<file path="config.mk">
export PLATFORM = sky130hd
export DESIGN_NAME = mwsm_front
export DESIGN_NICKNAME = d
export VERILOG_FILES = /design/src/design/mwsm_pkg.sv /design/src/design/mwsm_front.sv
export SDC_FILE = /design/constraint.sdc
export NUM_CORES = 1
export LEC_CHECK = 0
export BUFFER_PORTS_ARGS = -buffer_cell sky130_fd_sc_hd__buf_4
export CAP_MARGIN = 20
export CORE_MARGIN = 3
export CORE_UTILIZATION = 30
export DETAILED_ROUTE_END_ITERATION = 8
export GPL_ROUTABILITY_DRIVEN = 0
export GPL_TIMING_DRIVEN = 0
export PLACE_DENSITY = 0.57
export SYNTH_ARGS = -nofsm -noshare
export SYNTH_HDL_FRONTEND = slang
export SYNTH_SLANG_ARGS = --single-unit
</file>
<file path="constraint.sdc">
create_clock -name clk_i -period 2.9 [get_ports clk_i]
set_input_delay 0.435 -clock clk_i [delete_from_list [all_inputs] [get_ports clk_i]]
set_output_delay 0.435 -clock clk_i [all_outputs]
set_load 0.01 [all_outputs]
</file>
<file path="src/design/mwsm_pkg.sv">
// Shared types, widths and constants of the mecanum wheel speed mixer.
package mwsm_pkg;

  // Field widths of the command, the registers and the results.
  localparam int SPEED_BITS    = 16;
  localparam int RPM_BITS      = 15;
  localparam int CFG_LEN_BITS  = 12;
  localparam int GAIN_BITS     = 24;
  localparam int LIMIT_BITS    = 15;
  localparam int LIM_RPM_BITS  = 14;

  localparam int NUM_WHEELS    = 4;
  localparam int WHEEL_FR      = 0;
  localparam int WHEEL_FL      = 1;
  localparam int WHEEL_BL      = 2;
  localparam int WHEEL_BR      = 3;

  // Internal datapath widths, many of them derived from the field widths above.
  localparam int Q_BITS        = 16;
  localparam int INV_DEG_BITS  = 11;
  localparam int ARM_BITS      = CFG_LEN_BITS + 3;
  localparam int LIN_BITS      = SPEED_BITS + 2;
  localparam int WARM_BITS     = SPEED_BITS + ARM_BITS;
  localparam int WK_BITS       = WARM_BITS + INV_DEG_BITS;
  localparam int SUM_BITS      = WK_BITS + 1;
  localparam int MAG_BITS      = SUM_BITS - 1;
  localparam int HALF_BITS     = MAG_BITS / 2;
  localparam int HI_BITS       = MAG_BITS - HALF_BITS;
  localparam int PROD_LO_BITS  = HALF_BITS + GAIN_BITS;
  localparam int PROD_HI_BITS  = HI_BITS + GAIN_BITS;
  localparam int FULL_BITS     = MAG_BITS + GAIN_BITS;
  localparam int RPM_FRAC_BITS = 40;
  localparam int RPM_MAG_BITS  = FULL_BITS - RPM_FRAC_BITS;
  localparam int NUM_BITS      = RPM_MAG_BITS + LIM_RPM_BITS;
  localparam int QUO_BITS      = LIM_RPM_BITS;
  localparam int DIV_STEPS     = QUO_BITS;
  localparam int RPM_MAX       = 2 ** (RPM_BITS - 1) - 1;

  // Round(65536 / 57.3): degrees to radians in Q16.
  localparam logic [INV_DEG_BITS-1:0] INV_DEG_Q16 = 11'd1144;

  // Per-wheel mixing signs, one bit per wheel, set where the term is subtracted.
  localparam logic [NUM_WHEELS-1:0] SX_NEG = 4'b1100;
  localparam logic [NUM_WHEELS-1:0] SY_NEG = 4'b1001;
  localparam logic [NUM_WHEELS-1:0] AX_NEG = 4'b0011;
  localparam logic [NUM_WHEELS-1:0] AY_NEG = 4'b0110;

  // Queue depths, powers of two so the pointers wrap by themselves.
  localparam int CMD_DEPTH     = 4;
  localparam int CMD_PTR_BITS  = $clog2(CMD_DEPTH);
  localparam int CMD_CNT_BITS  = $clog2(CMD_DEPTH + 1);
  localparam int RES_DEPTH     = 2;
  localparam int RES_PTR_BITS  = $clog2(RES_DEPTH);
  localparam int RES_CNT_BITS  = $clog2(RES_DEPTH + 1);

  // Register port.
  localparam int NUM_REGS      = 8;
  localparam int REG_IDX_BITS  = $clog2(NUM_REGS);
  localparam int PADDR_BITS    = REG_IDX_BITS + 2;
  localparam int PDATA_BITS    = 32;

  typedef enum logic [REG_IDX_BITS-1:0] {
    REG_RADIUS    = 3'd0,
    REG_OFFSET_X  = 3'd1,
    REG_OFFSET_Y  = 3'd2,
    REG_GAIN      = 3'd3,
    REG_LIMIT_VX  = 3'd4,
    REG_LIMIT_VY  = 3'd5,
    REG_LIMIT_WZ  = 3'd6,
    REG_LIMIT_RPM = 3'd7
  } reg_idx_e;

  localparam logic [CFG_LEN_BITS-1:0] RADIUS_RST    = 12'd523;
  localparam logic [GAIN_BITS-1:0]    GAIN_RST      = 24'd110960;
  localparam logic [LIMIT_BITS-1:0]   LIMIT_V_RST   = 15'd3000;
  localparam logic [LIMIT_BITS-1:0]   LIMIT_WZ_RST  = 15'd300;
  localparam logic [LIM_RPM_BITS-1:0] LIMIT_RPM_RST = 14'd8500;

  typedef struct packed {
    logic        [CFG_LEN_BITS-1:0] radius;
    logic signed [CFG_LEN_BITS-1:0] off_x;
    logic signed [CFG_LEN_BITS-1:0] off_y;
    logic        [GAIN_BITS-1:0]    gain;
    logic        [LIMIT_BITS-1:0]   lim_vx;
    logic        [LIMIT_BITS-1:0]   lim_vy;
    logic        [LIMIT_BITS-1:0]   lim_wz;
    logic        [LIM_RPM_BITS-1:0] lim_rpm;
  } cfg_t;

  // A clamped chassis command.
  typedef struct packed {
    logic signed [SPEED_BITS-1:0] vx;
    logic signed [SPEED_BITS-1:0] vy;
    logic signed [SPEED_BITS-1:0] wz;
  } cmd_t;

  // One wheel as it travels through the scaling divider.
  typedef struct packed {
    logic                    neg;
    logic [RPM_MAG_BITS-1:0] rpm_mag;
    logic [NUM_BITS-1:0]     rem;
    logic [QUO_BITS-1:0]     quo;
  } wheel_t;

  typedef struct packed {
    logic                          scaled;
    logic [RPM_MAG_BITS-1:0]       d;
    wheel_t [NUM_WHEELS-1:0]       w;
  } div_t;

  typedef struct packed {
    logic [NUM_WHEELS-1:0][RPM_BITS-1:0] rpm;
    logic                                was_scaled;
  } res_t;

endpackage

</file>
<file path="src/design/mwsm_front.sv">
// Command intake: clamps each velocity component and queues the command.
module mwsm_front (
  input  logic                                  clk_i,
  input  logic                                  rst_ni,
  input  mwsm_pkg::cfg_t                        cfg_i,
  input  logic                                  push_i,
  output logic                                  full_o,
  input  logic signed [mwsm_pkg::SPEED_BITS-1:0] speed_x_i,
  input  logic signed [mwsm_pkg::SPEED_BITS-1:0] speed_y_i,
  input  logic signed [mwsm_pkg::SPEED_BITS-1:0] yaw_rate_i,
  output logic                                  cmd_valid_o,
  output mwsm_pkg::cmd_t                        cmd_o,
  input  logic                                  cmd_pop_i
);

  localparam int SB = mwsm_pkg::SPEED_BITS;
  localparam int VB = mwsm_pkg::LIMIT_BITS;
  localparam int CB = SB + VB;
  localparam int PB = mwsm_pkg::CMD_PTR_BITS;
  localparam int NB = mwsm_pkg::CMD_CNT_BITS;

  // Symmetric clamp of a signed value to +-lim.
  function automatic logic signed [SB-1:0] clamp_sym(input logic signed [SB-1:0] v,
                                                     input logic [VB-1:0] lim);
    logic signed [CB-1:0] v_x;
    logic signed [CB-1:0] l_x;
    logic signed [CB-1:0] r;
    v_x = CB'(v);
    l_x = signed'(CB'(lim));
    if (v_x > l_x) begin
      r = l_x;
    end else if (v_x < -l_x) begin
      r = -l_x;
    end else begin
      r = v_x;
    end
    return SB'(r);
  endfunction

  mwsm_pkg::cmd_t mem_q [mwsm_pkg::CMD_DEPTH];
  mwsm_pkg::cmd_t cmd_in;
  logic [PB-1:0]  wr_ptr_q, rd_ptr_q;
  logic [NB-1:0]  cnt_q, cnt_d;
  logic           do_push, do_pop;

  always_comb begin
    cmd_in.vx = clamp_sym(speed_x_i, cfg_i.lim_vx);
    cmd_in.vy = clamp_sym(speed_y_i, cfg_i.lim_vy);
    cmd_in.wz = clamp_sym(yaw_rate_i, cfg_i.lim_wz);
  end

  assign full_o      = (cnt_q == NB'(mwsm_pkg::CMD_DEPTH));
  assign cmd_valid_o = (cnt_q != '0);
  assign do_push     = push_i & ~full_o;
  assign do_pop      = cmd_pop_i & cmd_valid_o;
  assign cmd_o       = mem_q[rd_ptr_q];

  always_comb begin
    cnt_d = cnt_q;
    if (do_push && !do_pop) begin
      cnt_d = cnt_q + NB'(1);
    end else if (!do_push && do_pop) begin
      cnt_d = cnt_q - NB'(1);
    end
  end

  always_ff @(posedge clk_i or negedge rst_ni) begin
    if (!rst_ni) begin
      wr_ptr_q <= '0;
      rd_ptr_q <= '0;
      cnt_q    <= '0;
    end else begin
      cnt_q <= cnt_d;
      if (do_push) begin
        wr_ptr_q <= wr_ptr_q + PB'(1);
      end
      if (do_pop) begin
        rd_ptr_q <= rd_ptr_q + PB'(1);
      end
    end
  end

  always_ff @(posedge clk_i) begin
    if (do_push) begin
      mem_q[wr_ptr_q] <= cmd_in;
    end
  end

endmodule

</file>
Word level (Yosys, flattened, before mapping)
Memory sizes are Yosys's and may differ from the RTL's.
Cells that the tools add are included.
- add/sub/neg operators: 7
- order comparisons: 6
- equal/unequal tests: 1
- muxes and demuxes: 10
- bitwise operators: 3
- reduce and logical (&&, ||, !) cells: 6
- operator list (cell ; number):
    16-bit 2-to-1 mux ; 6
    16-bit by 31-bit < comparator with 1-bit output ; 3
    15-bit negation with 31-bit output ; 3
    16-bit > comparator ; 3
    3-bit 2-to-1 mux ; 2
    2-bit by 1-bit adder with 2-bit output, second input constant ; 2
    3-bit by 1-bit adder with 3-bit output, second input constant ; 1
    3-bit == test, second input constant ; 1
    3-bit nonzero test ; 1
    3-bit by 1-bit subtractor with 3-bit output, second input constant ; 1
    1-bit bitwise AND ; 2
    1-bit logical AND ; 2
    1-bit zero test ; 2
    1-bit 2-to-1 mux ; 2
    2-bit nonzero test ; 1
    1-bit NOT ; 1
- bits in registers: 7
- bits in writable memories: 192
- word-level logic and storage cells: 37
- memories: 1
- memory list (memory ; depth ; width ; rd ports ; clocked after memory_dff ; write ports ; line ; RTL):
    mem_q ; 4 ; 48 ; 1 ; 0 ; 1 ; mwsm_front.sv:40 ; mwsm_pkg::cmd_t mem_q [mwsm_pkg::CMD_DEPTH];

Logic depth before layout (Yosys ltp)
Gate-level depths: netlist of run 1.
- depth in word-level cells: 7
- gate-level depth with buffers: 20
- depth with buffers taken out: 17

Worst setup path after synthesis of run 1
OpenSTA, ideal clock, no wires.
- path type: input to register
- start: in cfg_i[15] in the netlist's numbering
- end: mem mem_q[0][2] in the netlist's numbering, data pin
- data arrival time: 4.756 ns
- data required time: 2.675 ns
- path slack: -2.081 ns
- stages on the path: 18
- cell sequence: inv_1 > ha_1 > or4b_4 > or4_4 > or3_4 > or3_1 > clkbuf_1 > nor3_1 > ha_1 > ha_1 > or4b_2 > o21ai_0 > and2_1 > o211ai_1 > o31ai_4 > buf_6 > o31ai_1 > a311oi_1
- RTL lines (element ; line ; RTL):
    start: declaration ; mwsm_front.sv:5 ; input mwsm_pkg::cfg_t cfg_i,
    end: declaration ; mwsm_front.sv:40 ;

==> results of run 1 <==
-- kinds of logic after synthesis --
kind of cell / share of synthesized area
AO/OA/AOI/OAI: 0.102
buffers and inverters: 0.0377
multiplexers: 0.110
XOR/XNOR: 0.0214
adder cells (fa/ha/maj): 0.136
flip-flops: 0.467
AND/OR/NAND/NOR: 0.125
-- worst min path at each step --
stage                     startpoint  depth (start not counted)          end
after global placement        rst_ni                          1     cnt_q[2]
final                      cmd_pop_i                          3  rd_ptr_q[1]
after detailed placement      rst_ni                          1     cnt_q[2]
after floorplan               rst_ni                          0     cnt_q[0]
after global routing       cmd_pop_i                          3  rd_ptr_q[1]
after CTS                  cmd_pop_i                          3  rd_ptr_q[1]
-- registers in the layout, summed over array words and instances, names as in the netlist --
name      count
mem_q       192
cnt_q         3
rd_ptr_q      2
wr_ptr_q      2
-- cells in the final DEF, fill, tap and decap left out, types with 14 or more instances in the layout --
cell type	synthesis	routed
ha_1	137	129
o21ai_0	33	23
inv_1	68	57
nand3_1	20	15
edfxtp_1	192	192
clkbuf_16	0	20
a21oi_1	41	27
mux4_2	48	48
xnor2_1	26	25
nor4_1	33	22
nand4_1	20	20
nand2_1	69	66
nor2_1	51	48
buf_4	2	208
clkbuf_1	40	24
nor3_1	45	19
mux2i_1	28	16
buf_6	2	24
a211oi_2	0	14
a21o_1	17	17
nor3_4	0	14
-- cell type report --
type | count | area [sq um]
buffer | 50 | 329
clock buffer | 21 | 450
sequential | 199 | 5940
timing repair buffer | 251 | 2170
inverter | 68 | 349
fill | 3799 | 23700
clock inverter | 11 | 92.6
tap | 532 | 666
multi-input combinational | 742 | 7700
-- report_power, final --
| group | switching [mW] | internal (mW) |
|---|---|---|
| clock network | 1.06 | 1.14 |
| registers | 0.140 | 3.89 |
| logic | 2.33 | 2.07 |
-- metrics by stage --
step / setup WS [ns] / hold slack [ns]
finish: -1.81 / 0.353
global route: -1.95 / 0.331
floorplan: -2.01 / 0.139
global placement: -2.85 / 0.261
CTS: -1.88 / 0.330
detailed placement: -2.90 / 0.262
-- Yosys cell counts, drive strengths merged, types with 4 or more instances --
master	count
edfxtp	192
ha	137
nand2	69
inv	68
nor2	52
mux4	48
nor3	46
a21oi	41
clkbuf	40
nor4	34
o21ai	34
mux2i	28
a211oi	26
xnor2	26
nand3	20
nand4	20
a21o	17
buf	13
or3	13
o21a	10
o31ai	10
and2	8
nor2b	8
dfrtp	7
nand2b	7
o211ai	7
o22ai	7
xor2	5
nor4b	4
o221ai	4
or4b	4
-- worst min-delay path, cell delays in order --
cell and delay, ns:
buf_4 0.13, nand3_1 0.10, xnor2_1 0.07
-- repair_timing --
action / CTS / global route
endpoints found under the setup margin: 240 / 240
hold buffers: 1 / 0
setup buffers: 70 / 40
pin swaps: 54 / 54
gates resized for setup: 156 / 123
hold endpoints to repair: 7 / 0
gates cloned: 6 / 1
-- layer usage --
metal  track usage  share of wire  up-vias
met5             0        0.00037        -
met4        0.0356          0.019        2
met3        0.0322          0.048       46
met2         0.267           0.50      186
met1         0.198           0.43     4853
li1              -              -     4679
==> results.yml, run 1 <==
clock_network:
  cts.reportedPaths.clkPinSlew_ns: 0.07
  tritoncts.num_buffers: 17
  htree_num_levels: 4
  cts_tree: "yes"
  clk_path_buf_depth: 2
  clock_sinks: 199
  clock-root-buffer: "clkbuf_16"
  insertion_delay_ns: 0.43
setup_path:
  worstReg2RegEnd: "mem_q[3][3]"
  endpoint_kind: "flop"
  critPathLaunch: "cfg_i[15]"
  setup.worst_path.start_class: "input pin"
  r2r_cells: 5
  worst_path_max_delay_cell: "or4_4"
  cp.depth: 21
  cpPeakStageDelay_ns: 0.51
  path_buf_inv: 7
  critical_path.top_delay_family: "simple AND/OR/NAND/NOR gates"
  timing.reg2reg.setup_slack_ns: 0.59
  criticalPathCategory: "in2reg"
  timing.critical_path.mode_cell: "ha_4"
  critPathArrivalTime_ns: 4.87
  critical_path_required_ns: 3.07
  critical_path.cell_chain: "buf_12 -> inv_16 -> ha_4 -> or4b_4 -> or4_4 -> or3_4 -> or3_4 -> buf_8 -> nor3_4 -> ha_4 -> inv_4 -> ha_4 -> nand4_1 -> a211oi_2 -> o41ai_2 -> a311oi_2 -> o31ai_4 -> buf_6 -> buf_8 -> buf_4 -> o311a_4"
  timing.critical_path.to: "mem_q[3][10]"
  r2r-start: "cnt_q[2]"
  critPathMaxFanout: 8
logic_synthesis:
  synth_enable_flop_cells: 192
  yosys_register_bits: 199
  netlist_area_sq_um: 12700
  yosysUniqueCellTypes: 71
  dominant_register_cell_in_the_synthesized_netlist: "edfxtp_1"
  netlist_instances: 1062
  ys_seq_area_frac: 0.467
  synth_top_area_share: 0.453
  syn_avg_cell_area_sq_um: 12.0
  synth_fp_nets: 1371
  synth_top_cell_by_area: "edfxtp_1"
  post_synth_main_area_contributors: "edfxtp_1 45%, ha_1 13%, mux4_2 8.5%"
  synthArstFlopShare: 0.0352
  synth-warning-count: 0
detailed_routing:
  post_drt_via_cell_ratio: 5.21
  wl_per_cell_um: 18.7
  drc_errors: 0
  first_pass_iters: 4
  route.vias.total: 9766
  antenna_left: 0
  drt_wl_total_um: 35000
  first_iter_violations: 441
timing:
  finalWorstPathRequiredPeriod_ns: 4.71
  finalSetupTns_ns: -228.03
  grt_setup_unrepaired: "true"
  final.setup_skew_ns: 0.0154
  finalWorstSetupSlack_ns: -1.81
  slew_headroom: 0.288
  min_period_over_period: 1.62
  count_of_endpoints_failing_hold_in_the_final_timing_report: 0
  final_setup_violations: 192
  maxClockFrequency_mhz: 212
  timing.final.max_slew_violations: 0
  worstMarginPinSlew_ns: 1.07
floorplanning:
  core_area_sq_um: 41400
  die_h_um: 212
  initial_standard_cell_utilization_of_the_core: 0.307
  dieArea_sq_um: 44900
  chipWidth_um: 212
  std_cell_rows: 74
  io-pin-count: 221
status:
  violations: "negative setup slack"
  status: "finished with violations"
placed_design:
  postPlaceCellArea_sq_um: 15000
  dp.final_hpwl_um: 24400
  place_inst: 1736
  port_buffers: 139
run:
  drv_cap: 0
pwr:
  ir_drop_v: 0.000374
  post-layout-total-power_mw: 10.6
  cellLeakagePower_nw: 6.83
  power-per-cell-area_nw_per_um2: 601
global_route:
  globalRouteTotalUtil: 0.154
  antenna_violations_before_repair: 1
  grt_pass1_wl_um: 54600
  grt_max_degree: 49
  vias_in_the_first_global_route: 9918
  grt-ovfl-total: 0
finish:
  finalNetCount: 1638
  drive_above_1_share: 0.409
  layoutNonFillerInstCount: 1874
  antennaDiodeCount: 0
  post-route-util: 0.428
  fin_area_sq_um: 17700
  area_growth_syn_to_layout_pct: 39.3
hold_path:
  hp-class: "in2reg"
Note: power is estimated with default switching activity, not from simulation.
==> inputs of run 2 (changes only) <==
--- a/config.mk
+++ b/config.mk
@@ -13,6 +13,7 @@
 export GPL_ROUTABILITY_DRIVEN = 0
 export GPL_TIMING_DRIVEN = 0
 export PLACE_DENSITY = 0.57
+export REMOVE_ABC_BUFFERS = 1
 export SYNTH_ARGS = -nofsm -noshare
 export SYNTH_HDL_FRONTEND = slang
 export SYNTH_SLANG_ARGS = --single-unit
==> results.yml, run 2 (synthesis gave the netlist of run 1 again) <==
setup_path:
  critPathArrivalTime_ns: 4.91
  setup.worst_path.start_class: "input pin"
  critPathMaxFanout: 4
  endpoint_kind: "flop"
  path_buf_inv: 6
  critical_path.top_delay_family: "simple AND/OR/NAND/NOR gates"
  critical_path_required_ns: 3.07
  critical_path.cell_chain: "buf_12 -> clkinv_8 -> ha_4 -> or4b_4 -> or4_4 -> or3_4 -> or3_4 -> nor3_2 -> ha_2 -> inv_2 -> ha_4 -> nand4_1 -> a211oi_2 -> o41ai_4 -> a311oi_2 -> buf_4 -> buf_12 -> o31ai_4 -> buf_6 -> o311a_4"
  criticalPathCategory: "in2reg"
  cpPeakStageDelay_ns: 0.48
  worst_path_max_delay_cell: "or4b_4"
timing:
  maxClockFrequency_mhz: 211
  timing.final.max_slew_violations: 0
  whs_ns: 0.296
  final.setup_skew_ns: 0.00771
  worstMarginPinSlew_ns: 0.865
  finalWorstPathRequiredPeriod_ns: 4.73
  min_period_over_period: 1.63
  count_of_endpoints_failing_hold_in_the_final_timing_report: 0
  finalWorstSetupSlack_ns: -1.83
  slew_headroom: 0.422
  grt_setup_unrepaired: "true"
  final_setup_violations: 192
finish:
  finalNetCount: 1606
  final_cell_mix: "206 x buf_4, 192 x edfxtp_1, 129 x ha_1"
  flip_flop_count_of_the_largest_register_after_layout: 192
  antennaDiodeCount: 0
  layoutNonFillerInstCount: 1841
  fill_cell_count: 3776
  multi_input_area_sq_um: 7800
  total_area_of_sequential_cells_sq_um: 5950
  largest-register: "mem_q"
  drive_above_1_share: 0.416
  post-route-util: 0.425
  area_growth_syn_to_layout_pct: 38.2
  final_common_cell: "buf_4"
  largest_registers: "mem_q: 192 flops, cnt_q: 3 flops"
global_route:
  vias_in_the_first_global_route: 10000
  grt-ovfl-total: 0
  grt_pass1_wl_um: 55300
  globalRouteTotalUtil: 0.156
  grt_max_degree: 50
  antenna_violations_before_repair: 0
pwr:
  cellLeakagePower_nw: 6.76
  post-layout-total-power_mw: 10.6
  power-per-cell-area_nw_per_um2: 603
  ir_drop_v: 0.000729
clock_network:
  htree_num_levels: 4
  clk_path_buf_depth: 2
  clock-root-buffer: "clkbuf_16"
  cts_tree: "yes"
  tritoncts.num_buffers: 17
  clock_sinks: 199
  insertion_delay_ns: 0.43
  cts.reportedPaths.clkPinSlew_ns: 0.07
detailed_routing:
  antenna_left: 0
  post_drt_via_cell_ratio: 5.30
  drt_wl_total_um: 35100
  first_pass_iters: 5
  route.vias.total: 9749
  wl_per_cell_um: 19.1
  first_iter_violations: 578
  drc_errors: 0
floorplanning:
  die_h_um: 212
  std_cell_rows: 74
  initial_standard_cell_utilization_of_the_core: 0.307
  io-pin-count: 221
  core_area_sq_um: 41400
  chipWidth_um: 212
  dieArea_sq_um: 44900
status:
  status: "finished with violations"
  violations: "negative setup slack"
placed_design:
  place_inst: 1695
  placement.setup.worst_slack_ns: -3.68
  dp.final_hpwl_um: 21900
  port_buffers: 146
run:
  drv_cap: 0
hold_path:
  hp-class: "in2reg"
## run 2: area by class of cell
type,instances,share of cell area
sequential,199,0.339
clock buffer,17,0.0242
multi-input combinational,748,0.444
tap,532,0.0379
inverter,68,0.0172
timing repair buffer,263,0.131
clock inverter,14,0.00669
## run 2: timing repair
item / CTS / global route
endpoints found under the setup margin: 192 / 192
hold buffers: 1 / 0
pin swaps: 77 / 48
gates resized for setup: 253 / 94
endpoints found under the hold margin: 7 / 0
setup buffers: 94 / 24
cloned: 7 / 0
## run 2: worst reg2reg max path, stage by stage (launching register included)
cell	delay [ns]
dfrtp_1	0.41
nor3b_1	0.16
nor2b_1	0.48
and2_4	0.84
## run 2: worst paths after layout
kind	from	end	slack, ns	cells past startpoint
worst max-delay path	cfg_i[15]	mem_q[1][8]	-1.83	20
worst min-delay path	cmd_pop_i	rd_ptr_q[1]	0.30	3
worst max register to register	cnt_q[2]	mem_q[3][35]	0.62	3
worst min register to register	cnt_q[2]	cnt_q[2]	0.50	1
max in group asynchronous	rst_ni	rd_ptr_q[0]	2.41	2
min in group asynchronous	rst_ni	rd_ptr_q[1]	0.35	2
## run 2: through the flow
step           TNS [ns]  area (sq um)
2_1_floorplan   -544.30         12500
3_3_place_gp   -1134.45         14300
3_5_place_dp    -577.47         14400
4_1_cts         -229.79         17000
5_1_grt         -247.94         17600
6_report        -229.82         17600
## run 2: report_power, final
group	switching, mW	internal, mW	leakage [nW]
clock network	1.11	1.12	0.258
logic	2.04	2.03	4.67
registers	0.391	3.90	1.83
## run 2: layer usage
| layer | global-route usage | up-vias | share of wire |
|---|---|---|---|
| met5 | 0 | - | 0 |
| met4 | 0.0439 | 0 | 0.017 |
| met3 | 0.0354 | 38 | 0.055 |
| met2 | 0.263 | 226 | 0.50 |
| met1 | 0.204 | 4853 | 0.43 |
| li1 | - | 4632 | - |
