==> src/design/mwsm_pkg.sv <==
// Shared types, widths and constants of the mecanum wheel speed mixer.
package mwsm_pkg;

  // Field widths of the command, the registers and the results.
  localparam int SPEED_BITS    = 16;
  localparam int RPM_BITS      = 15;
  localparam int CFG_LEN_BITS  = 12;
  localparam int GAIN_BITS     = 24;
  localparam int LIMIT_BITS    = 15;
  localparam int LIM_RPM_BITS  = 14;

  localparam int NUM_WHEELS    = 4;
  localparam int WHEEL_FR      = 0;
  localparam int WHEEL_FL      = 1;
  localparam int WHEEL_BL      = 2;
  localparam int WHEEL_BR      = 3;

  // Internal datapath widths, many of them derived from the field widths above.
  localparam int Q_BITS        = 16;
  localparam int INV_DEG_BITS  = 11;
  localparam int ARM_BITS      = CFG_LEN_BITS + 3;
  localparam int LIN_BITS      = SPEED_BITS + 2;
  localparam int WARM_BITS     = SPEED_BITS + ARM_BITS;
  localparam int WK_BITS       = WARM_BITS + INV_DEG_BITS;
  localparam int SUM_BITS      = WK_BITS + 1;
  localparam int MAG_BITS      = SUM_BITS - 1;
  localparam int HALF_BITS     = MAG_BITS / 2;
  localparam int HI_BITS       = MAG_BITS - HALF_BITS;
  localparam int PROD_LO_BITS  = HALF_BITS + GAIN_BITS;
  localparam int PROD_HI_BITS  = HI_BITS + GAIN_BITS;
  localparam int FULL_BITS     = MAG_BITS + GAIN_BITS;
  localparam int RPM_FRAC_BITS = 40;
  localparam int RPM_MAG_BITS  = FULL_BITS - RPM_FRAC_BITS;
  localparam int NUM_BITS      = RPM_MAG_BITS + LIM_RPM_BITS;
  localparam int QUO_BITS      = LIM_RPM_BITS;
  localparam int DIV_STEPS     = QUO_BITS;
  localparam int RPM_MAX       = 2 ** (RPM_BITS - 1) - 1;

  // Round(65536 / 57.3): degrees to radians in Q16.
  localparam logic [INV_DEG_BITS-1:0] INV_DEG_Q16 = 11'd1144;

  // Per-wheel mixing signs, one bit per wheel, set where the term is subtracted.
  localparam logic [NUM_WHEELS-1:0] SX_NEG = 4'b1100;
  localparam logic [NUM_WHEELS-1:0] SY_NEG = 4'b1001;
  localparam logic [NUM_WHEELS-1:0] AX_NEG = 4'b0011;
  localparam logic [NUM_WHEELS-1:0] AY_NEG = 4'b0110;

  // Queue depths, powers of two so the pointers wrap by themselves.
  localparam int CMD_DEPTH     = 4;
  localparam int CMD_PTR_BITS  = $clog2(CMD_DEPTH);
  localparam int CMD_CNT_BITS  = $clog2(CMD_DEPTH + 1);
  localparam int RES_DEPTH     = 2;
  localparam int RES_PTR_BITS  = $clog2(RES_DEPTH);
  localparam int RES_CNT_BITS  = $clog2(RES_DEPTH + 1);

  // Register port.
  localparam int NUM_REGS      = 8;
  localparam int REG_IDX_BITS  = $clog2(NUM_REGS);
  localparam int PADDR_BITS    = REG_IDX_BITS + 2;
  localparam int PDATA_BITS    = 32;

  typedef enum logic [REG_IDX_BITS-1:0] {
    REG_RADIUS    = 3'd0,
    REG_OFFSET_X  = 3'd1,
    REG_OFFSET_Y  = 3'd2,
    REG_GAIN      = 3'd3,
    REG_LIMIT_VX  = 3'd4,
    REG_LIMIT_VY  = 3'd5,
    REG_LIMIT_WZ  = 3'd6,
    REG_LIMIT_RPM = 3'd7
  } reg_idx_e;

  localparam logic [CFG_LEN_BITS-1:0] RADIUS_RST    = 12'd523;
  localparam logic [GAIN_BITS-1:0]    GAIN_RST      = 24'd110960;
  localparam logic [LIMIT_BITS-1:0]   LIMIT_V_RST   = 15'd3000;
  localparam logic [LIMIT_BITS-1:0]   LIMIT_WZ_RST  = 15'd300;
  localparam logic [LIM_RPM_BITS-1:0] LIMIT_RPM_RST = 14'd8500;

  typedef struct packed {
    logic        [CFG_LEN_BITS-1:0] radius;
    logic signed [CFG_LEN_BITS-1:0] off_x;
    logic signed [CFG_LEN_BITS-1:0] off_y;
    logic        [GAIN_BITS-1:0]    gain;
    logic        [LIMIT_BITS-1:0]   lim_vx;
    logic        [LIMIT_BITS-1:0]   lim_vy;
    logic        [LIMIT_BITS-1:0]   lim_wz;
    logic        [LIM_RPM_BITS-1:0] lim_rpm;
  } cfg_t;

  // A clamped chassis command.
  typedef struct packed {
    logic signed [SPEED_BITS-1:0] vx;
    logic signed [SPEED_BITS-1:0] vy;
    logic signed [SPEED_BITS-1:0] wz;
  } cmd_t;

  // One wheel as it travels through the scaling divider.
  typedef struct packed {
    logic                    neg;
    logic [RPM_MAG_BITS-1:0] rpm_mag;
    logic [NUM_BITS-1:0]     rem;
    logic [QUO_BITS-1:0]     quo;
  } wheel_t;

  typedef struct packed {
    logic                          scaled;
    logic [RPM_MAG_BITS-1:0]       d;
    wheel_t [NUM_WHEELS-1:0]       w;
  } div_t;

  typedef struct packed {
    logic [NUM_WHEELS-1:0][RPM_BITS-1:0] rpm;
    logic                                was_scaled;
  } res_t;

endpackage

==> src/design/mwsm_regs.sv <==
// Configuration register file behind the APB-style port.
module mwsm_regs (
  input  logic                                clk_i,
  input  logic                                rst_ni,
  input  logic                                psel_i,
  input  logic                                penable_i,
  input  logic                                pwrite_i,
  input  logic [mwsm_pkg::PADDR_BITS-1:0]     paddr_i,
  input  logic [mwsm_pkg::PDATA_BITS-1:0]     pwdata_i,
  output logic [mwsm_pkg::PDATA_BITS-1:0]     prdata_o,
  output mwsm_pkg::cfg_t                      cfg_o
);

  localparam int PB  = mwsm_pkg::PDATA_BITS;
  localparam int LB  = mwsm_pkg::CFG_LEN_BITS;
  localparam int GB  = mwsm_pkg::GAIN_BITS;
  localparam int VB  = mwsm_pkg::LIMIT_BITS;
  localparam int RB  = mwsm_pkg::LIM_RPM_BITS;
  localparam int AB  = mwsm_pkg::PADDR_BITS;

  mwsm_pkg::cfg_t     cfg_q, cfg_d;
  mwsm_pkg::reg_idx_e idx;
  logic               wr_en;

  assign idx   = mwsm_pkg::reg_idx_e'(paddr_i[AB-1:2]);
  assign wr_en = psel_i & penable_i & pwrite_i;

  always_comb begin
    cfg_d = cfg_q;
    if (wr_en) begin
      case (idx)
        mwsm_pkg::REG_RADIUS:    cfg_d.radius  = pwdata_i[LB-1:0];
        mwsm_pkg::REG_OFFSET_X:  cfg_d.off_x   = signed'(pwdata_i[LB-1:0]);
        mwsm_pkg::REG_OFFSET_Y:  cfg_d.off_y   = signed'(pwdata_i[LB-1:0]);
        mwsm_pkg::REG_GAIN:      cfg_d.gain    = pwdata_i[GB-1:0];
        mwsm_pkg::REG_LIMIT_VX:  cfg_d.lim_vx  = pwdata_i[VB-1:0];
        mwsm_pkg::REG_LIMIT_VY:  cfg_d.lim_vy  = pwdata_i[VB-1:0];
        mwsm_pkg::REG_LIMIT_WZ:  cfg_d.lim_wz  = pwdata_i[VB-1:0];
        mwsm_pkg::REG_LIMIT_RPM: cfg_d.lim_rpm = pwdata_i[RB-1:0];
        default:                 cfg_d = cfg_q;
      endcase
    end
  end

  always_ff @(posedge clk_i or negedge rst_ni) begin
    if (!rst_ni) begin
      cfg_q.radius  <= mwsm_pkg::RADIUS_RST;
      cfg_q.off_x   <= '0;
      cfg_q.off_y   <= '0;
      cfg_q.gain    <= mwsm_pkg::GAIN_RST;
      cfg_q.lim_vx  <= mwsm_pkg::LIMIT_V_RST;
      cfg_q.lim_vy  <= mwsm_pkg::LIMIT_V_RST;
      cfg_q.lim_wz  <= mwsm_pkg::LIMIT_WZ_RST;
      cfg_q.lim_rpm <= mwsm_pkg::LIMIT_RPM_RST;
    end else begin
      cfg_q <= cfg_d;
    end
  end

  // Offsets read back as their raw twelve bits.
  always_comb begin
    case (idx)
      mwsm_pkg::REG_RADIUS:    prdata_o = PB'(cfg_q.radius);
      mwsm_pkg::REG_OFFSET_X:  prdata_o = PB'($unsigned(cfg_q.off_x));
      mwsm_pkg::REG_OFFSET_Y:  prdata_o = PB'($unsigned(cfg_q.off_y));
      mwsm_pkg::REG_GAIN:      prdata_o = PB'(cfg_q.gain);
      mwsm_pkg::REG_LIMIT_VX:  prdata_o = PB'(cfg_q.lim_vx);
      mwsm_pkg::REG_LIMIT_VY:  prdata_o = PB'(cfg_q.lim_vy);
      mwsm_pkg::REG_LIMIT_WZ:  prdata_o = PB'(cfg_q.lim_wz);
      mwsm_pkg::REG_LIMIT_RPM: prdata_o = PB'(cfg_q.lim_rpm);
      default:                 prdata_o = '0;
    endcase
  end

  assign cfg_o = cfg_q;

endmodule

==> config.mk <==
export PLATFORM = sky130hd
export DESIGN_NAME = mwsm_regs
export DESIGN_NICKNAME = d
export VERILOG_FILES = /design/src/design/mwsm_pkg.sv /design/src/design/mwsm_regs.sv
export SDC_FILE = /design/constraint.sdc
export NUM_CORES = 1
export LEC_CHECK = 0
export BUFFER_PORTS_ARGS = -buffer_cell sky130_fd_sc_hd__buf_2
export CORE_MARGIN = 4
export CORE_UTILIZATION = 45
export CTS_CLUSTER_SIZE = 28
export DETAILED_ROUTE_END_ITERATION = 6
export GPL_TIMING_DRIVEN = 1
export PLACE_DENSITY = 0.75
export REMOVE_ABC_BUFFERS = 1
export SKIP_CTS_REPAIR_TIMING = 1
export SLEW_MARGIN = 20
export SYNTH_ARGS = -nofsm -noshare
export SYNTH_HDL_FRONTEND = slang
export SYNTH_SLANG_ARGS = --single-unit
==> constraint.sdc <==
create_clock -name clk_i -period 1.3 [get_ports clk_i]
set_input_delay 0.13 -clock clk_i [delete_from_list [all_inputs] [get_ports clk_i]]
set_output_delay 0.13 -clock clk_i [all_outputs]
set_load 0.005 [all_outputs]
=== Word-level counts from Yosys, hierarchy flattened ===
Index checks and enable logic that the tools add are counted.

* Bits in registers: 119
* Input port bits: 42
* Output and inout port bits: 151
* Word-level logic and storage cells: 27

* Eq/ne operators: 7
* Multiplexer cells: 1
* Bitwise gates (word level): 2
* Reduce and logical (&&, ||, !) cells: 9

{| class="wikitable"
|+ Operator list
! cell !! count
|-
| 32-bit case mux with 8 select lines || 1
|-
| 2-bit AND reduction || 8
|-
| 3-bit equality test, second input constant || 4
|-
| 3-bit by 2-bit equality test with 1-bit output, second input constant || 2
|-
| 3-bit by 1-bit equality test with 1-bit output, second input constant || 1
|-
| 3-bit logical NOT || 1
|-
| 1-bit AND || 2
|}

=== Depth between registers and ports, before layout ===
Gate-level depths: netlist (run 1).

* Depth in word-level cells: 3
* Gate-level depth with buffers: 6
* Gate-level depth less buffers: 4

=== Worst setup path after synthesis (run 1) ===
No wires, ideal clock.

* Path type: input -> register
* Start: in paddr_i[3] in the netlist's numbering
* End: reg cfg_q (netlist bit cfg_o[84])
* Library setup time: 0.125 ns
* Arrival: 1.290 ns
* Data required time: 1.175 ns
* Path slack: -0.115 ns
* Stages: 5
* Buffers on the path: 2
* Cells stage by stage: buf_2 > nand4_1 > nor3_1 > buf_4 > mux2_2

* Cells in the longest elaborated chain, start to end: 2

{| class="wikitable"
|+ Ends and longest elaborated chain
! element !! line !! text
|-
| start: declaration || mwsm_regs.sv:8 || <nowiki>input logic [mwsm_pkg::PADDR_BITS-1:0] paddr_i,</nowiki>
|-
| 3-bit by 2-bit equality test with 1-bit output || mwsm_regs.sv:31 || <nowiki>case (idx)</nowiki>
|-
| 2-bit AND reduction (no line) || -- ||
|-
| end signal: assignment || mwsm_regs.sv:56 || <nowiki>cfg_q <= cfg_d;</nowiki>
|-
| end: declaration || mwsm_regs.sv:21 || <nowiki>mwsm_pkg::cfg_t cfg_q, cfg_d;</nowiki>
|}

Every way passes these cells.
A chain may end at the register's enable or synchronous reset.

=== Worst setup path after layout (run 1) ===
* Start: reg cfg_q (netlist bit cfg_o[12])
* End: out prdata_o[12] in the netlist's numbering

* Cells in the longest elaborated chain, start to end: 1

{| class="wikitable"
|+ Ends and longest elaborated chain
! element !! line !! text
|-
| 32-bit case mux with 8 select lines || mwsm_regs.sv:62 || <nowiki>case (idx)</nowiki>
|-
| end: declaration || mwsm_regs.sv:10 || <nowiki>output logic [mwsm_pkg::PDATA_BITS-1:0] prdata_o,</nowiki>
|}

Every way passes these cells. The select of a mux whose other input is x is not followed.

==> results of run 1 <==
-- synth_stat cells --
master	n
sky130_fd_sc_hd__a21o_1	1
sky130_fd_sc_hd__nand2b_1	7
sky130_fd_sc_hd__a32oi_1	3
sky130_fd_sc_hd__or3_4	1
sky130_fd_sc_hd__nand2_1	1
sky130_fd_sc_hd__o22ai_1	8
sky130_fd_sc_hd__and3_1	9
sky130_fd_sc_hd__o22a_1	11
sky130_fd_sc_hd__buf_4	11
sky130_fd_sc_hd__buf_6	1
sky130_fd_sc_hd__mux2_2	109
sky130_fd_sc_hd__and2_1	1
sky130_fd_sc_hd__a22oi_1	1
sky130_fd_sc_hd__nand3b_1	1
sky130_fd_sc_hd__clkbuf_1	8
sky130_fd_sc_hd__nand4b_4	1
sky130_fd_sc_hd__a22o_1	3
sky130_fd_sc_hd__nand4_1	1
sky130_fd_sc_hd__a211oi_1	8
sky130_fd_sc_hd__dfrtp_1	84
sky130_fd_sc_hd__o21ai_0	7
sky130_fd_sc_hd__or3_1	1
sky130_fd_sc_hd__nor3_1	2
sky130_fd_sc_hd__nor2_1	13
sky130_fd_sc_hd__nand3_1	1
sky130_fd_sc_hd__buf_2	14
sky130_fd_sc_hd__nand2_2	1
sky130_fd_sc_hd__nor2b_1	5
sky130_fd_sc_hd__mux2_4	10
sky130_fd_sc_hd__dfstp_2	35
sky130_fd_sc_hd__a21oi_1	4
sky130_fd_sc_hd__nor2_2	4
sky130_fd_sc_hd__mux4_2	2
sky130_fd_sc_hd__conb_1	1
sky130_fd_sc_hd__mux2i_1	32
sky130_fd_sc_hd__a31oi_1	1
-- placed cells by master (no fill, tap or decap), types with 11 or more instances in the layout --
cell                            instances
sky130_fd_sc_hd__mux2i_1               30
sky130_fd_sc_hd__buf_2                167
sky130_fd_sc_hd__dfrtp_1               84
sky130_fd_sc_hd__dlygate4sd3_1         12
sky130_fd_sc_hd__o22a_1                11
sky130_fd_sc_hd__mux2_2               109
sky130_fd_sc_hd__nor2_1                11
sky130_fd_sc_hd__clkbuf_16             17
sky130_fd_sc_hd__dfstp_2               35
sky130_fd_sc_hd__buf_4                 64
-- through the flow --
| stage | instance area (µm²) | hold WS (ns) | util (%) | setup WS (ns) |
|---|---|---|---|---|
| 2_1_floorplan | 5420 | -0.166 | - | -0.441 |
| 5_1_grt | 8010 | 0.00975 | 66.4 | -0.457 |
| 4_1_cts | 7640 | -0.292 | 63.3 | -0.453 |
| 3_5_place_dp | 7030 | 0.145 | 58.3 | -0.229 |
| 3_3_place_gp | 7030 | 0.144 | 58.3 | -0.208 |
| 6_report | 8010 | 0.0268 | 66.4 | -0.411 |
-- layout make-up --
class | instances | area share (%)
flip-flops and latches | 119 | 37.7
multi-input cells | 257 | 30.9
repair buffers | 259 | 21.2
clock buffers | 17 | 5.31
well taps | 168 | 2.63
clock inverters | 15 | 2.25
-- cells by family after synthesis --
| family | share of synthesized area, % |
|---|---|
| compound gates | 6.00 |
| buf+inv | 3.47 |
| flops | 54.1 |
| mux | 31.2 |
| other cells | 0.0671 |
| simple gates | 5.22 |
-- how the worst min path moves through the flow --
stage          slack, ns          from  cells after the start          to
2_1_floorplan      -0.17        rst_ni                      0    cfg_o[0]
3_3_place_gp        0.14        rst_ni                      2  cfg_o[102]
3_5_place_dp        0.14        rst_ni                      2  cfg_o[102]
4_1_cts            -0.29        rst_ni                      2  cfg_o[100]
5_1_grt             0.01  pwdata_i[13]                      2   cfg_o[72]
6_report            0.03  pwdata_i[13]                      2   cfg_o[72]
-- metal layers --
metal	track usage (%)	up-vias
met3	7.79	15
met2	39.3	184
met4	6.73	0
met1	28.9	2220
met5	0	-
li1	-	1979
-- power by group through the flow --
stage	logic, mW	registers [mW]	clock network [mW]
3_5_place_dp	2.59	5.24	0
5_1_grt	3.14	5.29	5.03
6_report	2.89	5.19	4.77
3_3_place_gp	2.52	5.20	0
4_1_cts	2.61	5.19	4.83
2_1_floorplan	1.07	5.18	0
==> metrics, run 1 <==
clk_skew 0 ns; count of boundary I/O pins roughly 190; number of flip-flops under the largest register name between 100 and 150; width of the chip 119 µm; critical path capture point type primary output; CTS max path bufs 2; main area contributors after synthesis sky130_fd_sc_hd__dfrtp_1, sky130_fd_sc_hd__mux2_2, sky130_fd_sc_hd__dfstp_2, sky130_fd_sc_hd__mux2i_1, sky130_fd_sc_hd__mux2_4; Pwr Density between 1500 and 2000 nW/µm²; GR Overflow Total 0; HPWL Detailed between 10 and 15 mm; maximum fanout along the worst path 3; achievable frequency 585 MHz; final non-filler cell total 835; Critical Path RT 1.17 ns; fraction of power spent switching nets 27.5%; first element of the critical path cfg_o[12]; initial core utilization 46.3%; area added between synthesis and finish 43.2%; first-pass iteration count of the detailed router 4; first-pass GRT wire length 25.7 mm; sequential fraction of design power 40.4%; storage element area about 3000 µm²; uppermost layer routed met4; maximum resistive drop on vdd roughly 0.00066 V; RSZ-0062 raised after global routing yes; fraction of final layout cells with drive strength greater than 1 between 60% and 70%; placed cell count roughly 770; number of pins exceeding their max-slew limit in the final report 0; number of antenna violations at the first check in global routing 0; Synth cell types 36; fraction of the yosys area taken by sequential cells 54.1%; core footprint between 10000 and 15000 µm²; Worst EP arrival roughly 1.6 ns; count of unresolved DRC violations after routing 0; end point of the critical path prdata_o[12]; period utilization 132%; share of total power in the clock network a little under two fifths; clock latency at the later pin of the worst-skew pair 0.41 ns; beginning of the worst register-to-register path cfg_o[45]; number of synthesis warnings 0; setup violation total in the final timing report 17; die outline area 14300 µm²; Top Family by Delay on Critical Path multiplexers; sum of buffers and inverters on the critical path 1; cell breakdown of the critical path mux4_2, a22o_1, buf_2; Worst path max stage delay 0.46 ns; number of sinks on the clock net 119; detailed route wirelength on metal2 approximately 8.5 mm; setup total negative slack -4.46 ns; least setup slack across all paths after layout -0.411 ns; type of the tightest min-delay check in2reg; Register-to-Register Path Depth 2; met1 WL between 7 and 8 mm; post-detailed-routing wire length roughly 17 mm; clock tree from TritonCTS done; routed wire length per instance 20.4 µm; post-layout total power roughly 13 mW; net count of the finished layout 696; number of register bits inferred by synthesis between 100 and 150; number of fill cells in the layout roughly 860; average footprint of a synthesized cell 13.9 µm²; worst reg-to-reg setup slack 0.40 ns; Vert. Die Dim 119 µm; Max stage delay cell, worst path sky130_fd_sc_hd__mux4_2; # rows 40; GRT Overall Usage a little under a quarter; maximum level of the CTS H-tree 4; Gate power share between 20 and 25%; number of CTS-inserted buffers 17; post-route antenna net violation count 0; violations in the final reports negative setup slack; number of vias after detailed routing 4398; final hold violation count 0; result of the run complete, but fails checks; clock-pin slew reported for the worst setup and hold paths after clock tree synthesis about 0.060 ns; area occupied by multi-input gates between 2000 and 2500 µm²; total stage count of the critical path 3; maximum number of pins on one net before global-route repair 74; net switching power approximately 3.5 mW; fraction of post-synthesis cell area in the top cell type by area 37.6%; number of global-route vias before repair about 4.6k; leakage 4.03 nW; Crit Path Category reg2out; Max-Cap Viols 0; number of cells produced by synthesis 403; Int Pwr about 9.3 mW; detailed-routed wire length on met3 roughly 1.2 mm; clock root buffer sky130_fd_sc_hd__clkbuf_16; type of element launching the critical path flip-flop; minimum period implied by the final worst setup slack 1.71 ns; post-synthesis cell type with the largest combined area sky130_fd_sc_hd__dfrtp_1; Antenna diodes 0; Via-to-Cell Ratio 5.27; count of input and output buffers roughly 170; Mapped Area roughly 5600 µm²; final weighted congestion of routability-driven global placement between 0.8 and 0.9; count of routing violations after the opening detailed-route iteration just under 300; R2R Path End cfg_o[45]
Power figures use the tool's default switching activity.
==> run 2: changes to the inputs <==
--- a/config.mk
+++ b/config.mk
@@ -6,7 +6,7 @@
 export NUM_CORES = 1
 export LEC_CHECK = 0
 export BUFFER_PORTS_ARGS = -buffer_cell sky130_fd_sc_hd__buf_2
-export CORE_MARGIN = 4
+export CORE_MARGIN = 1.5
 export CORE_UTILIZATION = 45
 export CTS_CLUSTER_SIZE = 28
 export DETAILED_ROUTE_END_ITERATION = 6
==> run 2 against run 1 <==
  * Sequential share of layout area is 0.93 points higher
  * Flip-flop and latch count is the same
  * Clock skew unchanged
  * Clock-buffer cell count rose by 6
  * Sequential power about the same
  * Die area decreased by 8.2%
  * Via count down 1.1%
  * The run still ends with negative setup slack left
  * Largest power group unchanged
  * Critical endpoint unchanged
  * Highest routed layer unchanged
  * Critical path depth is the same
  * Clock power fell by 4%
  * Cell count fell by 1.2%
  * Design area down 2.4%
==> metrics, run 2 (synthesized netlist as in run 1, its figures left out) <==
result of the run complete, but fails checks (unchanged); violations in the final reports negative setup slack (unchanged); core footprint 12100 µm² (unchanged); most common cell after layout, fill and taps aside sky130_fd_sc_hd__buf_2 (unchanged); clock root buffer sky130_fd_sc_hd__clkbuf_16 (unchanged); GRT Overall Usage 24.4% (was 23.4%); uppermost layer routed met4 (unchanged); detailed-routed wire length on met3 960 µm (was 1.25 mm); HPWL Detailed 11.3 mm (was 11.9 mm); # rows 40 (unchanged); maximum resistive drop on vdd 0.000807 V (was 0.000660 V); post-route antenna net violation count 0 (unchanged); leakage 3.97 nW (was 4.03 nW); first-pass GRT wire length 23.7 mm (was 25.7 mm); initial core utilization 46.3% (unchanged); maximum fanout along the worst path 3 (unchanged); most frequent cells in the layout sky130_fd_sc_hd__buf_2, sky130_fd_sc_hd__mux2_2, sky130_fd_sc_hd__dfrtp_1 (unchanged); period utilization 131% (was 132%); Critical Path RT 1.17 ns (about the same); minimum period implied by the final worst setup slack 1.71 ns (about the same); count of boundary I/O pins 193 (unchanged); type of the tightest min-delay check in2reg (unchanged); width of the chip 114 µm (was 119 µm); routed wire length per instance 19.4 µm (was 20.4 µm); GR Overflow Total 0 (unchanged); count of unresolved DRC violations after routing 0 (unchanged); clock-pin slew reported for the worst setup and hold paths after clock tree synthesis 0.05 ns (was 0.06 ns); Max stage delay cell, worst path sky130_fd_sc_hd__mux4_2 (unchanged); RSZ-0062 raised after global routing yes (unchanged); number of fill cells in the layout 905 (was 862); net count of the finished layout 686 (was 696); critical path capture point type primary output (unchanged); Via-to-Cell Ratio 5.27 (about the same); clock latency at the later pin of the worst-skew pair 0.41 ns (about the same); met1 WL 6.79 mm (was 7.06 mm); number of flip-flops under the largest register name 119 (unchanged); count of input and output buffers 174 (unchanged); number of sinks on the clock net 119 (unchanged); placed cell count 765 (was 772); Pwr Density 1600 nW/µm² (was 1610 nW/µm²); type of element launching the critical path flip-flop (unchanged); sum of buffers and inverters on the critical path 1 (unchanged); post-detailed-routing wire length 16.0 mm (was 17.0 mm); Worst EP arrival 1.58 ns (about the same); number of vias after detailed routing 4348 (was 4398); Max-Cap Viols 0 (unchanged); least setup slack across all paths after layout -0.408 ns (was -0.411 ns); post-layout total power 12.5 mW (was 12.9 mW); number of antenna violations at the first check in global routing 0 (unchanged); first-pass iteration count of the detailed router 4 (unchanged); final hold violation count 0 (unchanged); Vert. Die Dim 114 µm (was 119 µm); number of global-route vias before repair 4202 (was 4594); number of pins exceeding their max-slew limit in the final report 0 (unchanged); number of CTS-inserted buffers 17 (unchanged); area added between synthesis and finish 39.8% (was 43.2%); clock tree from TritonCTS done (unchanged); cell breakdown of the critical path mux4_2, a22o_1, buf_2 (unchanged); clk_skew 0 ns (unchanged); CTS max path bufs 2 (unchanged); count of routing violations after the opening detailed-route iteration 312 (was 291); Worst path max stage delay 0.47 ns (was 0.46 ns); detailed route wirelength on metal2 8.08 mm (was 8.50 mm); die outline area 13100 µm² (was 14300 µm²); Crit Path Category reg2out (unchanged); setup violation total in the final timing report 17 (unchanged); final weighted congestion of routability-driven global placement 0.841 (was 0.817); achievable frequency 586 MHz (was 585 MHz); fraction of final layout cells with drive strength greater than 1 67.1% (was 68.7%); Antenna diodes 0 (unchanged); maximum level of the CTS H-tree 4 (unchanged); Top Family by Delay on Critical Path multiplexers (unchanged); maximum number of pins on one net before global-route repair 44 (was 74); final non-filler cell total 825 (was 835)
-- run 2: worst paths after layout --
kind                              start           end  slack, ns  depth (start not counted)
hold reg to reg               cfg_o[81]     cfg_o[81]       0.52                          1
setup reg to reg             cfg_o[100]    cfg_o[100]       0.40                          2
setup / recovery              cfg_o[12]  prdata_o[12]      -0.41                          3
min in group asynchronous        rst_ni    cfg_o[102]       0.17                          2
hold / removal             pwdata_i[14]     cfg_o[28]      0.008                          2
max in group asynchronous        rst_ni     cfg_o[55]       0.53                          3
-- run 2: through the flow --
step / utilization, % / cell area [µm²] / hold slack (ns) / setup WS, ns / setup TNS, ns
2_1_floorplan: - / 5420 / -0.166 / -0.441 / -17.29
3_3_place_gp: 57.7 / 6960 / 0.0545 / -0.299 / -20.64
3_5_place_dp: 57.7 / 6960 / 0.0559 / -0.362 / -22.76
4_1_cts: 62.5 / 7540 / -0.387 / -0.479 / -5.66
5_1_grt: 64.8 / 7810 / 0.00854 / -0.452 / -5.45
6_report: 64.8 / 7810 / 0.00782 / -0.408 / -4.42
-- run 2: power by group --
part | total [mW] | internal, mW | leakage (nW) | switching, mW
registers | 5.17 | 4.60 | 1.44 | 0.569
logic | 2.73 | 1.62 | 2.24 | 1.11
clock network | 4.60 | 3.00 | 0.292 | 1.60
-- run 2: worst reg2reg max path: stages, from the launching register on --
cell and delay [ns]:
sky130_fd_sc_hd__dfrtp_1 0.39, sky130_fd_sc_hd__buf_4 0.14, sky130_fd_sc_hd__mux2_2 0.25
-- run 2: area by class of cell --
class,instances,area [µm²],area share (%)
Clock inverter,9,97.6,1.25
Multi-Input combinational cell,257,2440,31.2
Clock buffer,23,488,6.25
Sequential cell,119,3020,38.7
Timing Repair Buffer,249,1560,19.9
Tap cell,168,210,2.69
-- run 2: layer usage --
| layer | GRT usage [%] | up-vias |
|---|---|---|
| li1 | - | 1947 |
| met1 | 30.9 | 2195 |
| met2 | 41.3 | 184 |
| met3 | 6.67 | 22 |
| met4 | 6.92 | 0 |
| met5 | 0 | - |
